==> src/design/mchm_pkg.sv <==
package mchm_pkg;

    localparam int SLOPE_W            = 32;
    localparam int ICPT_W             = 63;
    localparam int X_W                = 32;
    localparam int ENTRY_W            = SLOPE_W + ICPT_W;
    localparam int PROD_W             = SLOPE_W + X_W;
    localparam int VAL_W              = PROD_W + 1;   // exact line value, carry included
    localparam int MAG_W              = ICPT_W + SLOPE_W;
    localparam int DEFAULT_HULL_DEPTH = 1024;

    typedef struct packed {
        logic [SLOPE_W-1:0] slope;
        logic [ICPT_W-1:0]  intercept;
        logic [X_W-1:0]     query_x;
    } t_in_item;

    typedef struct packed {
        logic [ICPT_W-1:0] min_value;
        logic              hull_overflow;
    } t_out_item;

    // one stored hull line, also the RAM word layout
    typedef struct packed {
        logic [SLOPE_W-1:0] slope;
        logic [ICPT_W-1:0]  intercept;
    } t_line;

    typedef struct packed {
        logic done;
        logic useless;
    } t_pop_res;

    typedef struct packed {
        logic             done;
        logic [VAL_W-1:0] value;
    } t_eval_res;

    typedef enum logic [3:0] {
        ST_IDLE,
        ST_POP_RD,
        ST_POP_START,
        ST_POP_WAIT,
        ST_PUSH,
        ST_Q_RD,
        ST_Q_EV0,
        ST_Q_W0,
        ST_Q_EV1,
        ST_Q_W1,
        ST_OUT
    } t_state;

endpackage

==> src/design/mchm_line_eval.sv <==
// Exact line value slope*x + intercept, two stages.
module mchm_line_eval
    import mchm_pkg::*;
(
    input  logic           i_clk,
    input  logic           i_rst_n,
    input  logic           i_start,
    input  t_line          i_line,
    input  logic [X_W-1:0] i_x,
    output t_eval_res      o_res
);

    logic [1:0]        r_vld;
    logic [PROD_W-1:0] r_prod;
    logic [ICPT_W-1:0] r_icpt;
    logic [VAL_W-1:0]  r_val;

    always_ff @(posedge i_clk) begin
        if (!i_rst_n) begin
            r_vld <= '0;
        end else begin
            r_vld <= {r_vld[0], i_start};
        end
    end

    always_ff @(posedge i_clk) begin
        if (i_start) begin
            r_prod <= PROD_W'(i_line.slope) * PROD_W'(i_x);
            r_icpt <= i_line.intercept;
        end
        if (r_vld[0]) begin
            r_val <= VAL_W'(r_prod) + VAL_W'(r_icpt);
        end
    end

    assign o_res.done  = r_vld[1];
    assign o_res.value = r_val;

endmodule
==> config.mk <==
export PLATFORM = sky130hd
export DESIGN_NAME = mchm_line_eval
export DESIGN_NICKNAME = d
export VERILOG_FILES = /design/src/design/mchm_pkg.sv /design/src/design/mchm_line_eval.sv
export SDC_FILE = /design/constraint.sdc
export NUM_CORES = 2
export LEC_CHECK = 0
export ABC_AREA = 1
export CAP_MARGIN = 15
export CELL_PAD_IN_SITES_DETAIL_PLACEMENT = 0
export CELL_PAD_IN_SITES_GLOBAL_PLACEMENT = 1
export CORE_MARGIN = 2
export CORE_UTILIZATION = 23
export DETAILED_ROUTE_END_ITERATION = 6
export DONT_BUFFER_PORTS = 1
export PLACE_DENSITY = 0.5
export REMOVE_ABC_BUFFERS = 1
export SLEW_MARGIN = 20
export SYNTH_ARGS = -nofsm -noshare
export SYNTH_HDL_FRONTEND = slang
export SYNTH_SLANG_ARGS = --single-unit
export TNS_END_PERCENT = 1
==> constraint.sdc <==
create_clock -name i_clk -period 8.5 [get_ports i_clk]
set_clock_uncertainty 0.2 [all_clocks]
set_input_delay 0.425 -clock i_clk [delete_from_list [all_inputs] [get_ports i_clk]]
set_output_delay 0.425 -clock i_clk [all_outputs]
set_load 0.05 [all_outputs]
# Word level (Yosys, flattened, before mapping)
# Cells that the tools add are included.
# classes
add_sub_neg	1
mul	1
# op_table
op	count
adder 64 x 63 -> 65 bit	1
multiplier 32 x 32 -> 64 bit	1
# word_totals
wordCells	6
out_inout_bits	66
input_bits	130
regBits	194

# Logic depth before layout (Yosys ltp)
# logic_depth
ltp_word	1
ltp_mapped	32
mapped_depth_nobuf	31

# Least setup slack after synthesis
# No wires, ideal clock.
# synth_timing
kind	input -> register
startpoint	input port i_line[88] (netlist bit)
endpoint	register r_prod[61] (data pin)
t_required_ps	8048
path_slack_ps	1941
arrival_time_ps	6107
setup_time_ps	252
path_buffers	1
stages	26
cell_sequence	clkbuf_1 nand2_1 fa_1 inv_1 fa_1 inv_1 fa_1 inv_1 fa_1 fa_1 fa_1 fa_1 inv_1 fa_1 inv_1 ha_1 nand2_2 inv_1 a21oi_1 nand2_1 nand2_1 nand2_1 a21oi_1 nand2_1 nand2_1 nand2_1
# synth_between
elab_chain_cells	1
# synth_rtl
item	line_no	text
start, declared	mchm_line_eval.sv:8	input t_line i_line,
multiplier 32 x 32 -> 64 bit	mchm_line_eval.sv:28	r_prod <= PROD_W'(i_line.slope) * PROD_W'(i_x);
end signal, assigned	mchm_line_eval.sv:28	
end, declared	mchm_line_eval.sv:14	logic [PROD_W-1:0] r_prod;
# No other way between the ends.
# A chain may end at the register's enable or synchronous reset.

# Worst setup path in the final report
# layout_timing
startpoint	input port i_line[80] (netlist bit)
endpoint	register r_prod[58] (data pin)
# The elaborated chain is that of the path after synthesis.

==> impl_metrics.yaml <==
global_route:
  grt_pass1_vias: 40700
  number_of_antenna_violations_at_the_first_check_in_global_routing: 3
  pin_count_of_the_biggest_net_entering_global_routing: 128
  grt_first_pass_wirelength_um: 260000
  grt.overflow.total: 0
  tot_gr_track_use_pct: 16.5
sta:
  total_negative_setup_slack_ns: 0
  period_needed_ns: 6.74
  report.final.hold_viol_count: 0
  worstMarginPinSlew_ns: 0.850
  rsz0062_at_grt: "no"
  fmaxAchievable_mhz: 148
  min_period_over_period_pct: 79.3
  maxSlewViolCount: 0
  setup_viol_count_final: 0
  slew_headroom_pct: 43.3
route:
  routed_wire_length_per_instance_um: 18.7
  dr_total_vias: 36700
  ant_nets: 0
  wirelength_um: 172000
  viasPerCell: 4.00
  drt-initial-drc-count: 1949
  drc: 2
  drtPass1Iterations: 7
clock_tree:
  ctsLongestPathBuffers: 2
  cts_sinks: 194
  cts_buffers: 17
  cts_resizes: 0
  cts_post_setup_buffers_inserted: 0
  clkTransAtPathRegs_ns: 0.10
  clk_root_buffer_cell: "clkbuf_16"
  htreeDepth: 4
  postCtsHoldBufs: 68
  cts_tree: "yes"
  clock_latency_ns: 0.51
logic_synthesis:
  mappedNetlistArea_um2: 48000
  asyncSetResetFlopFracSynth_pct: 0
  synth_cell_type_count: 31
  avgSynthCellArea_um2: 7.41
  number_of_enable_flip_flop_cells_after_synthesis: 192
  synth.ff_latch_count: 194
  synth_seq_area_share_pct: 12.1
  yosys_most_used_dff: "edfxtp_1"
  synth_cells: 6474
  ys.warnings.count: 0
floorplan:
  floorplan.die.height_um: 461
  effective_utilization_at_floorplan_pct: 23.2
  core_area_um2: 207000
  io_count: 196
  die-area_um2: 212000
  rows: 167
  die_width_um: 461
outcome:
  failed_checks: "DRC"
  outcome: "finished with violations"
critical_path:
  setup.worst_path.end_class: "flip-flop"
  worstPathArrival_ns: 6.82
  number_of_buffer_and_inverter_instances_along_the_worst_setup_path: 6
  critPathSlowestCell: "fa_1"
  max_stage_delay_ns: 0.59
  worstPathMaxFanout: 32
  cp_class: "in -> reg"
  critical-path-top-delay-family: "adder cells"
  crit_top_cell: "fa_1"
  startpoint_type: "input pin"
  worst_ep_required_time_ns: 8.58
finish:
  drive_above_1_share_pct: 2.32
  layout-area-overhead-vs-synth_pct: 8.55
  nets: 7722
  n_fill_cell: 23000
job:
  drv.max_cap_violation_count: 0
place:
  hpwlAfterDp_um: 140000
  final_replace_weighted_congestion: 0.865
  portBuffers: 0
worst_hold_path:
  hp-class: "in -> reg"
==> cells by family after synthesis <==
kind of cell | count (synthesis) | share of synthesized area (%)
fa+ha+maj | 1223 | 46.0
buf+inv | 2281 | 17.9
compound gates | 105 | 1.18
flops | 194 | 12.1
simple gates | 2604 | 21.7
xor+xnor | 67 | 1.22
==> state kept, by name, summed over array words and instances, names as in the netlist <==
name	count
r_prod	64
r_icpt	63
r_vld	2
r_val	65
==> cell usage in the layout, fill, tap and decap left out, types with 2 or more instances in the layout <==
master and count:
inv_8 5, ha_1 326, fa_1 897, nor2_2 38, nand4_1 30, o21ai_0 5, nand2_1 2168, nor2_1 179
nand3_1 103, inv_1 2072, edfxtp_1 192, nand3_2 15, nor4_2 2, a21oi_1 85, nor3_2 7, diode_2 2
dlygate4sd3_1 67, clkinv_8 7, nor3_1 22, inv_2 14, clkinv_1 2, o21bai_1 13, xnor2_1 3, nor2_4 5
nand2_2 30, and3_1 2, clkbuf_16 17, xor2_1 64
==> area by class of cell <==
cell class	instances	area, um^2	area share (%)
clock inverter	15	204	0.392
clock buffer	17	425	0.817
tap	2788	3490	6.70
timing repair buffer	69	706	1.36
sequential	194	5810	11.2
inverter	2088	7840	15.1
multi-input combinational	3999	33600	64.5
antenna	2	5.00	0.00961
==> layer usage <==
layer | up-vias | share of wire [%] | global-route usage, %
met5 | - | 0 | 0
met4 | 0 | 1.7 | 3.23
met3 | 111 | 3.6 | 1.67
met2 | 609 | 49 | 28.9
met1 | 18200 | 46 | 22.0
li1 | 17900 | - | -
==> stage by stage <==
stage	cells	setup WS, ns	cell area (um^2)	utilization, %	hold WS, ns
4_1_cts	9170	1.74	52000	25.1	0.0348
5_1_grt	9171	1.48	52000	25.1	0.0922
2_1_floorplan	6281	2.23	47200	-	0.313
6_report	9172	1.76	52100	25.1	0.0993
3_5_place_dp	9070	1.18	50700	24.5	0.324
3_3_place_gp	9070	1.20	50700	24.5	0.320
==> path summary, 6_finish.rpt <==
kind,start,to,slack [ns],depth (start not counted)
setup / recovery,i_line[80],r_prod[58],1.76,25
setup reg to reg,r_icpt[26],r_val[63],5.73,10
hold / removal,i_line[64],r_prod[1],0.1,3
hold reg to reg,r_icpt[0],r_val[0],0.37,1
==> worst reg2reg max path, cell delays in order (launching register included) <==
cell	delay [ns]
edfxtp_1	0.48
ha_1	0.48
nand2_1	0.14
nor2_1	0.25
inv_1	0.10
nor2_1	0.25
a21oi_1	0.13
nand2_2	0.16
nand2_1	0.10
nand3_1	0.07
nand2_1	0.14
==> Yosys cell counts, types with 5 or more instances <==
| cell | count | area share, % |
|---|---|---|
| nand2_1 | 2168 | 17 |
| inv_1 | 2072 | 16 |
| fa_1 | 897 | 37 |
| ha_1 | 326 | 8.5 |
| clkbuf_1 | 192 | 1.5 |
| edfxtp_1 | 192 | 12 |
| nor2_1 | 179 | 1.4 |
| nand3_1 | 103 | 1.1 |
| a21oi_1 | 85 | 0.89 |
| xor2_1 | 64 | 1.2 |
| nor2_2 | 38 | 0.50 |
| nand2_2 | 30 | 0.39 |
| nand4_1 | 30 | 0.39 |
| nor3_1 | 22 | 0.23 |
| nand3_2 | 15 | 0.31 |
| inv_2 | 14 | 0.11 |
| o21bai_1 | 13 | 0.20 |
| nor3_2 | 7 | 0.15 |
| nor2_4 | 5 | 0.12 |
| o21ai_0 | 5 | 0.052 |
Power is not shown: default switching activity piles up to over one toggle a cycle in this logic, so the estimate is an artifact.
