==> src/design/mchm_ram.sv <==
module mchm_ram #(
    parameter int WIDTH = 8,
    parameter int DEPTH = 2
) (
    input  logic                                   i_clk,
    input  logic                                   i_we,
    input  logic [((DEPTH > 1) ? $clog2(DEPTH) : 1)-1:0] i_waddr,
    input  logic [WIDTH-1:0]                       i_wdata,
    input  logic [((DEPTH > 1) ? $clog2(DEPTH) : 1)-1:0] i_raddr,
    output logic [WIDTH-1:0]                       o_rdata
);

    logic [WIDTH-1:0] r_mem [DEPTH];

    always_ff @(posedge i_clk) begin
        if (i_we) begin
            r_mem[i_waddr] <= i_wdata;
        end
        o_rdata <= r_mem[i_raddr];
    end

endmodule

==> config.mk <==
export PLATFORM = sky130hd
export DESIGN_NAME = mchm_ram
export DESIGN_NICKNAME = d
export VERILOG_FILES = /design/src/design/mchm_ram.sv
export SDC_FILE = /design/constraint.sdc
export NUM_CORES = 1
export LEC_CHECK = 0
export ABC_AREA = 1
export BUFFER_PORTS_ARGS = -buffer_cell sky130_fd_sc_hd__buf_2
export CORE_UTILIZATION = 45
export CTS_CLUSTER_DIAMETER = 80
export DETAILED_ROUTE_END_ITERATION = 10
export PLACE_DENSITY = 0.79
export SLEW_MARGIN = 30
export SYNTH_ARGS = -nofsm -noshare
export SYNTH_HDL_FRONTEND = slang
export SYNTH_SLANG_ARGS = --single-unit
==> constraint.sdc <==
create_clock -name i_clk -period 1.1 [get_ports i_clk]
set_input_delay 0.22 -clock i_clk [delete_from_list [all_inputs] [get_ports i_clk]]
set_output_delay 0.22 -clock i_clk [all_outputs]
set_load 0.01 [all_outputs]
== After elaboration in Yosys (flattened, before gate mapping) ==
Memories as Yosys holds them, arrays and structs flattened. A register that Yosys moved wholly into a read port is not among the register bits.
Cells that the tools add are included.
Operators by class
  muxes and demuxes: 2
Operators with widths (number)
  two-way mux 1 bit: 2
Storage, ports and cells
  register bits: 0
  RAM bits: 16
  input port bits: 12
  output and inout port bits: 8
  word-level logic and storage cells: 3
  memories: 1
Memories
  r_mem: depth 2, width 8, read ports 1, clocked after Yosys merged registers in 1, write ports 1, line 13  | logic [WIDTH-1:0] r_mem [DEPTH];

== Logic depth before layout (Yosys ltp) ==
Gate-level depths: netlist (run 1).
  depth in word-level cells: 2
  depth in mapped cells: 4
  depth with buffers taken out: 3

== Worst setup path before layout (run 1) ==
No wires, ideal clock.
  kind: in2reg
  from: input i_we
  to: memory r_mem[0][0], enable pin
  setup time: 0.371 ns
  data arrival time: 0.609 ns
  data required time: 0.729 ns
  path slack: 0.120 ns
  stages on the path: 2
  path buffers: 0
  cell sequence: inv_1 > nor2_1
On the way
  cells in the longest elaborated chain, start to end: 2
RTL lines
  start: declaration: line 6  | input logic i_we,
  two-way mux 1 bit: line 16  | if (i_we) begin
  two-way mux 1 bit (implied by the code): line 17  | r_mem[i_waddr] <= i_wdata;
  end: declaration: line 13
No other way between the ends.

== Worst setup path in the final report (run 1) ==
  from: register o_rdata[0] (read register of r_mem)
  to: output o_rdata[0]
RTL lines
  start: declaration: line 10  | output logic [WIDTH-1:0] o_rdata
No word-level cell between the ends.

==> flow_summary.ini, run 1 <==
[worst_setup_path]
cp_top_family = flip-flops
criticalPathCategory = register to output port
cp_data_required_time_ns = 0.88
reg2reg_depth = 2
worst_setup_path_start_kind = register
crit_path_start = o_rdata[0]
path_max_fanout = 1
worst_ep_arrival_time_ns = 0.74
crit_buf_inv = 1
r2r_end = o_rdata[1]
crit_slowest_cell = dfxtp_1
worstPathCellList = buf_2
cp-end-kind = output port
path_depth = 1
reg2reg_slack_ns = 0.50
r2r_start = r_mem[1][1]
cp_slowest_stage_delay_ns = 0.31
critPathCapture = o_rdata[0]

[place]
pre_cts_slack_ns = 0.178
gp_congestion = 0.692
placedCellCount = 89
io_buffers = 19

[synthesis]
synth_flop_cell = edfxtp_1
ys_async_sr_fraction_pct = 0
synth_warnings = 0
synth_nets = 66
synth_cell_types = 7
netlist_area_um2 = 761
synth_top_area_share_pct = 63.2
synth.area.top_cells = edfxtp_1 (63%), dfxtp_1 (21%), nand2_1 (12%)
yosys.area.top_type = edfxtp_1
ys_ff_latch = 24
synth_edf_count = 16
netlist_top_cells_count = nand2_1 (25), edfxtp_1 (16), dfxtp_1 (8)
syn_avg_cell_area_um2 = 14.1
ys_seq_area_share_pct = 84.2
netlist_instances = 54
post-synth-top-count-cell = nand2_1

[drt]
drt_first_pass_iters = 4
vias = 424
drcViolationCount = 0
ant_nets = 0
wire_per_inst_um = 10.1
totalWireLength_um = 929
viasPerCell = 4.61
drtIter0Drc = 3

[pwr]
p_sw_share_pct = 20.2
power_frac_comb_pct = 7.3
p_int_uw = 1210
leakage_uw = 0.000405
p_switching_uw = 306
vdd_drop_max_mv = 1.04
power_frac_seq_pct = 69.1
power_density_mw_per_mm2 = 1690
clockPowerShare_pct = 23.6

[cts]
clk_latency_ns = 0.31
clkSinkCount = 24
cts_setup_buffers = 0
cts_buffers = 3
ctsHoldBuffers = 0
clk_pin_slew_ns = 0.11
clockRootBuffer = clkbuf_4
clockBufferDepth = 2
htree_levels = 1
cts_resized = 0
tritoncts = done

[sta]
drv_slew = 0
tns_ns = 0
fin_crit_sh_pct = 87.6
rsz0062_at_grt = false
setup_violations = 0
period_minus_slack_ns = 0.963
worst_pin_slew_ns = 0.286
fin_skew_ns = 0.00558
setup_ws_ns = 0.137
max_clock_freq_mhz = 1040
report.final.hold_viol_count = 0
relSlewSlack_pct = 80.9

[global_routing]
grt_pass1_vias = 422
antenna_found_initial = 0
grt_max_degree = 13
grt_pass1_wl_mm = 1.59
grt_usage_pct = 12.8
grt-ovfl-total = 0

[final_layout]
n_antenna_cell = 0
nets = 90
n_fill_cell = 129
drive_gt1_share_pct = 31.6
finalNonFillerCells = 92
finish.utilization_pct = 58.0
area_growth_pct = 17.6

[floorplan]
start_util_pct = 49.4
pin_count = 20
rows = 14
die_area_mm2 = 0.00186
coreArea_mm2 = 0.00154
die-height_um = 43.1
die_x_um = 43.1

[run]
drv_cap = 0

[worst_hold_path]
min-delay-path-class = input port to register

[status]
outcome = complete, no violations
-- layer usage --
metal	vias to the layer above	share of wire, %	global-route usage (%)
li1	221	-	-
met2	15	55	22.1
met5	-	0	0
met3	5	6.1	5.11
met4	0	4.0	11.5
met1	183	35	10.7
-- area by class of cell --
| type | instances | area, um^2 | area share [%] |
|---|---|---|---|
| Clock buffer | 3 | 22.5 | 2.52 |
| Inverter | 3 | 11.3 | 1.26 |
| Multi-Input combinational cell | 26 | 97.6 | 10.9 |
| Sequential cell | 24 | 641 | 71.6 |
| Tap cell | 16 | 20.0 | 2.24 |
| Timing Repair Buffer | 20 | 103 | 11.5 |
-- metrics by stage --
stage	instance area, um^2	hold slack (ns)	total power (uW)
3_3_place_gp	872	0.409	1170
5_1_grt	895	0.0883	1560
4_1_cts	895	0.0876	1520
6_report	895	0.0926	1510
2_1_floorplan	761	0.319	1120
3_5_place_dp	872	0.411	1180
-- power groups by stage --
stage	Sequential, uW	Combinational [uW]	Clock, uW
after floorplan	1080	41.7	0
after global placement	1060	108	0
after detailed placement	1070	111	0
after CTS	1040	112	367
after global routing	1050	124	387
final	1040	110	356
-- kinds of logic after synthesis --
kind of cell / after synthesis / synth area share, %
AND/OR/NAND/NOR: 26 / 12.8
flip-flops: 24 / 84.2
buffers and inverters: 4 / 2.96
-- cell usage in the layout (no fill, tap or decap), drive strengths merged --
master / n
nand2: 25
buf: 20
edfxtp: 16
dfxtp: 8
clkbuf: 3
inv: 3
nor2: 1
-- flip-flops by register name, indices dropped and copies added, names as in the netlist --
| register | cells |
|---|---|
| r_mem | 16 |
| o_rdata | 8 |
-- worst min path at each step --
stage,start,endpoint,slack (ns),cells after the start
CTS,i_wdata[4],r_mem[1][4],0.09,1
finish,i_wdata[2],r_mem[0][2],0.09,1
global placement,i_wdata[5],r_mem[0][5],0.41,1
detailed placement,i_wdata[5],r_mem[1][5],0.41,1
global route,i_wdata[5],r_mem[0][5],0.09,1
floorplan,i_wdata[0],r_mem[0][0],0.32,0
(Power assumes the default switching activity.)
==> run 2: changes to the inputs <==
Settings changed: CORE_MARGIN set to 1.5.
==> flow_summary.ini, run 2 (synthesis results as in run 1) <==
[cts]
cts_setup_buffers = 0
clockBufferDepth = 2
cts_buffers = 3
clockRootBuffer = clkbuf_4
clk_pin_slew_ns = 0.11
cts_resized = 0
ctsHoldBuffers = 0
clkSinkCount = 24
tritoncts = done
clk_latency_ns = 0.31
htree_levels = 1

[sta]
fin_crit_sh_pct = 88.5
setup_violations = 0
tns_ns = 0
worst_pin_slew_ns = 0.300
period_minus_slack_ns = 0.973
max_clock_freq_mhz = 1030
rsz0062_at_grt = false
relSlewSlack_pct = 80.0
fin_skew_ns = 0.000458
report.final.hold_viol_count = 0
drv_slew = 0

[global_routing]
grt_pass1_vias = 414
antenna_found_initial = 0
grt_max_degree = 13
grt_pass1_wl_mm = 1.52
grt_usage_pct = 12.0
grt-ovfl-total = 0

[final_layout]
final_cell_mix = nand2_1 (25), buf_2 (19), edfxtp_1 (16)
register_area_um2 = 641
drive_gt1_share_pct = 31.6
n_antenna_cell = 0
regMostFlops = r_mem
finish.utilization_pct = 58.0
largest_reg_flops = 16
area_growth_pct = 17.6
final_common_cell = nand2_1
n_fill_cell = 133
multi_input_area_um2 = 97.6
reg_top3 = r_mem: 16 flops, o_rdata: 8 flops
nets = 90

[floorplan]
rows = 14
die_x_um = 44.1
pin_count = 20
coreArea_mm2 = 0.00154
start_util_pct = 49.4
die-height_um = 44.1
die_area_mm2 = 0.00195

[drt]
ant_nets = 0
viasPerCell = 4.71
drt_first_pass_iters = 2
drcViolationCount = 0
vias = 433
drtIter0Drc = 2
wire_per_inst_um = 10.4
totalWireLength_um = 955

[pwr]
p_sw_share_pct = 20.3
clockPowerShare_pct = 23.6
power_density_mw_per_mm2 = 1690
power_frac_comb_pct = 7.3
power_frac_seq_pct = 69.1
p_int_uw = 1210
leakage_uw = 0.000405
vdd_drop_max_mv = 1.19
p_switching_uw = 308

[worst_setup_path]
crit_buf_inv = 1
cp_data_required_time_ns = 0.88
path_max_fanout = 1
criticalPathCategory = register to output port
crit_slowest_cell = dfxtp_1
worst_setup_path_start_kind = register
worstPathCellList = buf_2
cp-end-kind = output port
cp_slowest_stage_delay_ns = 0.33
worst_ep_arrival_time_ns = 0.75
cp_top_family = flip-flops

[run]
drv_cap = 0

[place]
io_buffers = 19
gp_congestion = 0.724

[worst_hold_path]
min-delay-path-class = input port to register

[status]
outcome = complete, no violations
[run 2: cell counts in the layout (fill, tap and decap cells not counted)]
No cell type changed its count.
[run 2: power by group through the flow]
stage                     logic (uW)  registers, uW  clock network (uW)
after detailed placement         113           1070                   0
after global placement           110           1060                   0
after global routing             124           1050                 390
final                            111           1050                 357
after CTS                        113           1050                 366
after floorplan                 41.7           1080                   0
[run 2: stage by stage]
stage	hold slack, ns	worst slack [ns]	area [um^2]	total power, uW	std cells
2_1_floorplan	0.319	0.120	761	1120	54
3_3_place_gp	0.409	0.201	872	1170	89
3_5_place_dp	0.411	0.167	872	1180	89
4_1_cts	0.0861	0.114	895	1520	92
5_1_grt	0.0778	0.0836	895	1570	92
6_report	0.0912	0.127	895	1510	92
[run 2: path summary, 6_finish.rpt]
check                   start           to  slack [ns]  cells after the start
setup reg to reg  r_mem[1][3]   o_rdata[3]        0.49                      2
hold / removal     i_wdata[5]  r_mem[1][5]        0.09                      1
hold reg to reg   r_mem[0][0]   o_rdata[0]        0.45                      2
setup / recovery   o_rdata[2]   o_rdata[2]        0.13                      1
[run 2: routing by layer]
layer / part of all wire, % / vias to the layer above / track usage [%]
met5: 0 / - / 0
met4: 2.6 / 0 / 9.09
met3: 5.7 / 3 / 6.12
met2: 57 / 12 / 21.5
met1: 34 / 195 / 9.70
li1: - / 223 / -
[run 2: area by class of cell]
type                       instances  share of cell area, %
sequential                        24                   71.6
clock buffer                       3                   2.52
tap                               16                   2.24
inverter                           3                   1.26
multi-input combinational         26                   10.9
timing repair buffer              20                   11.5
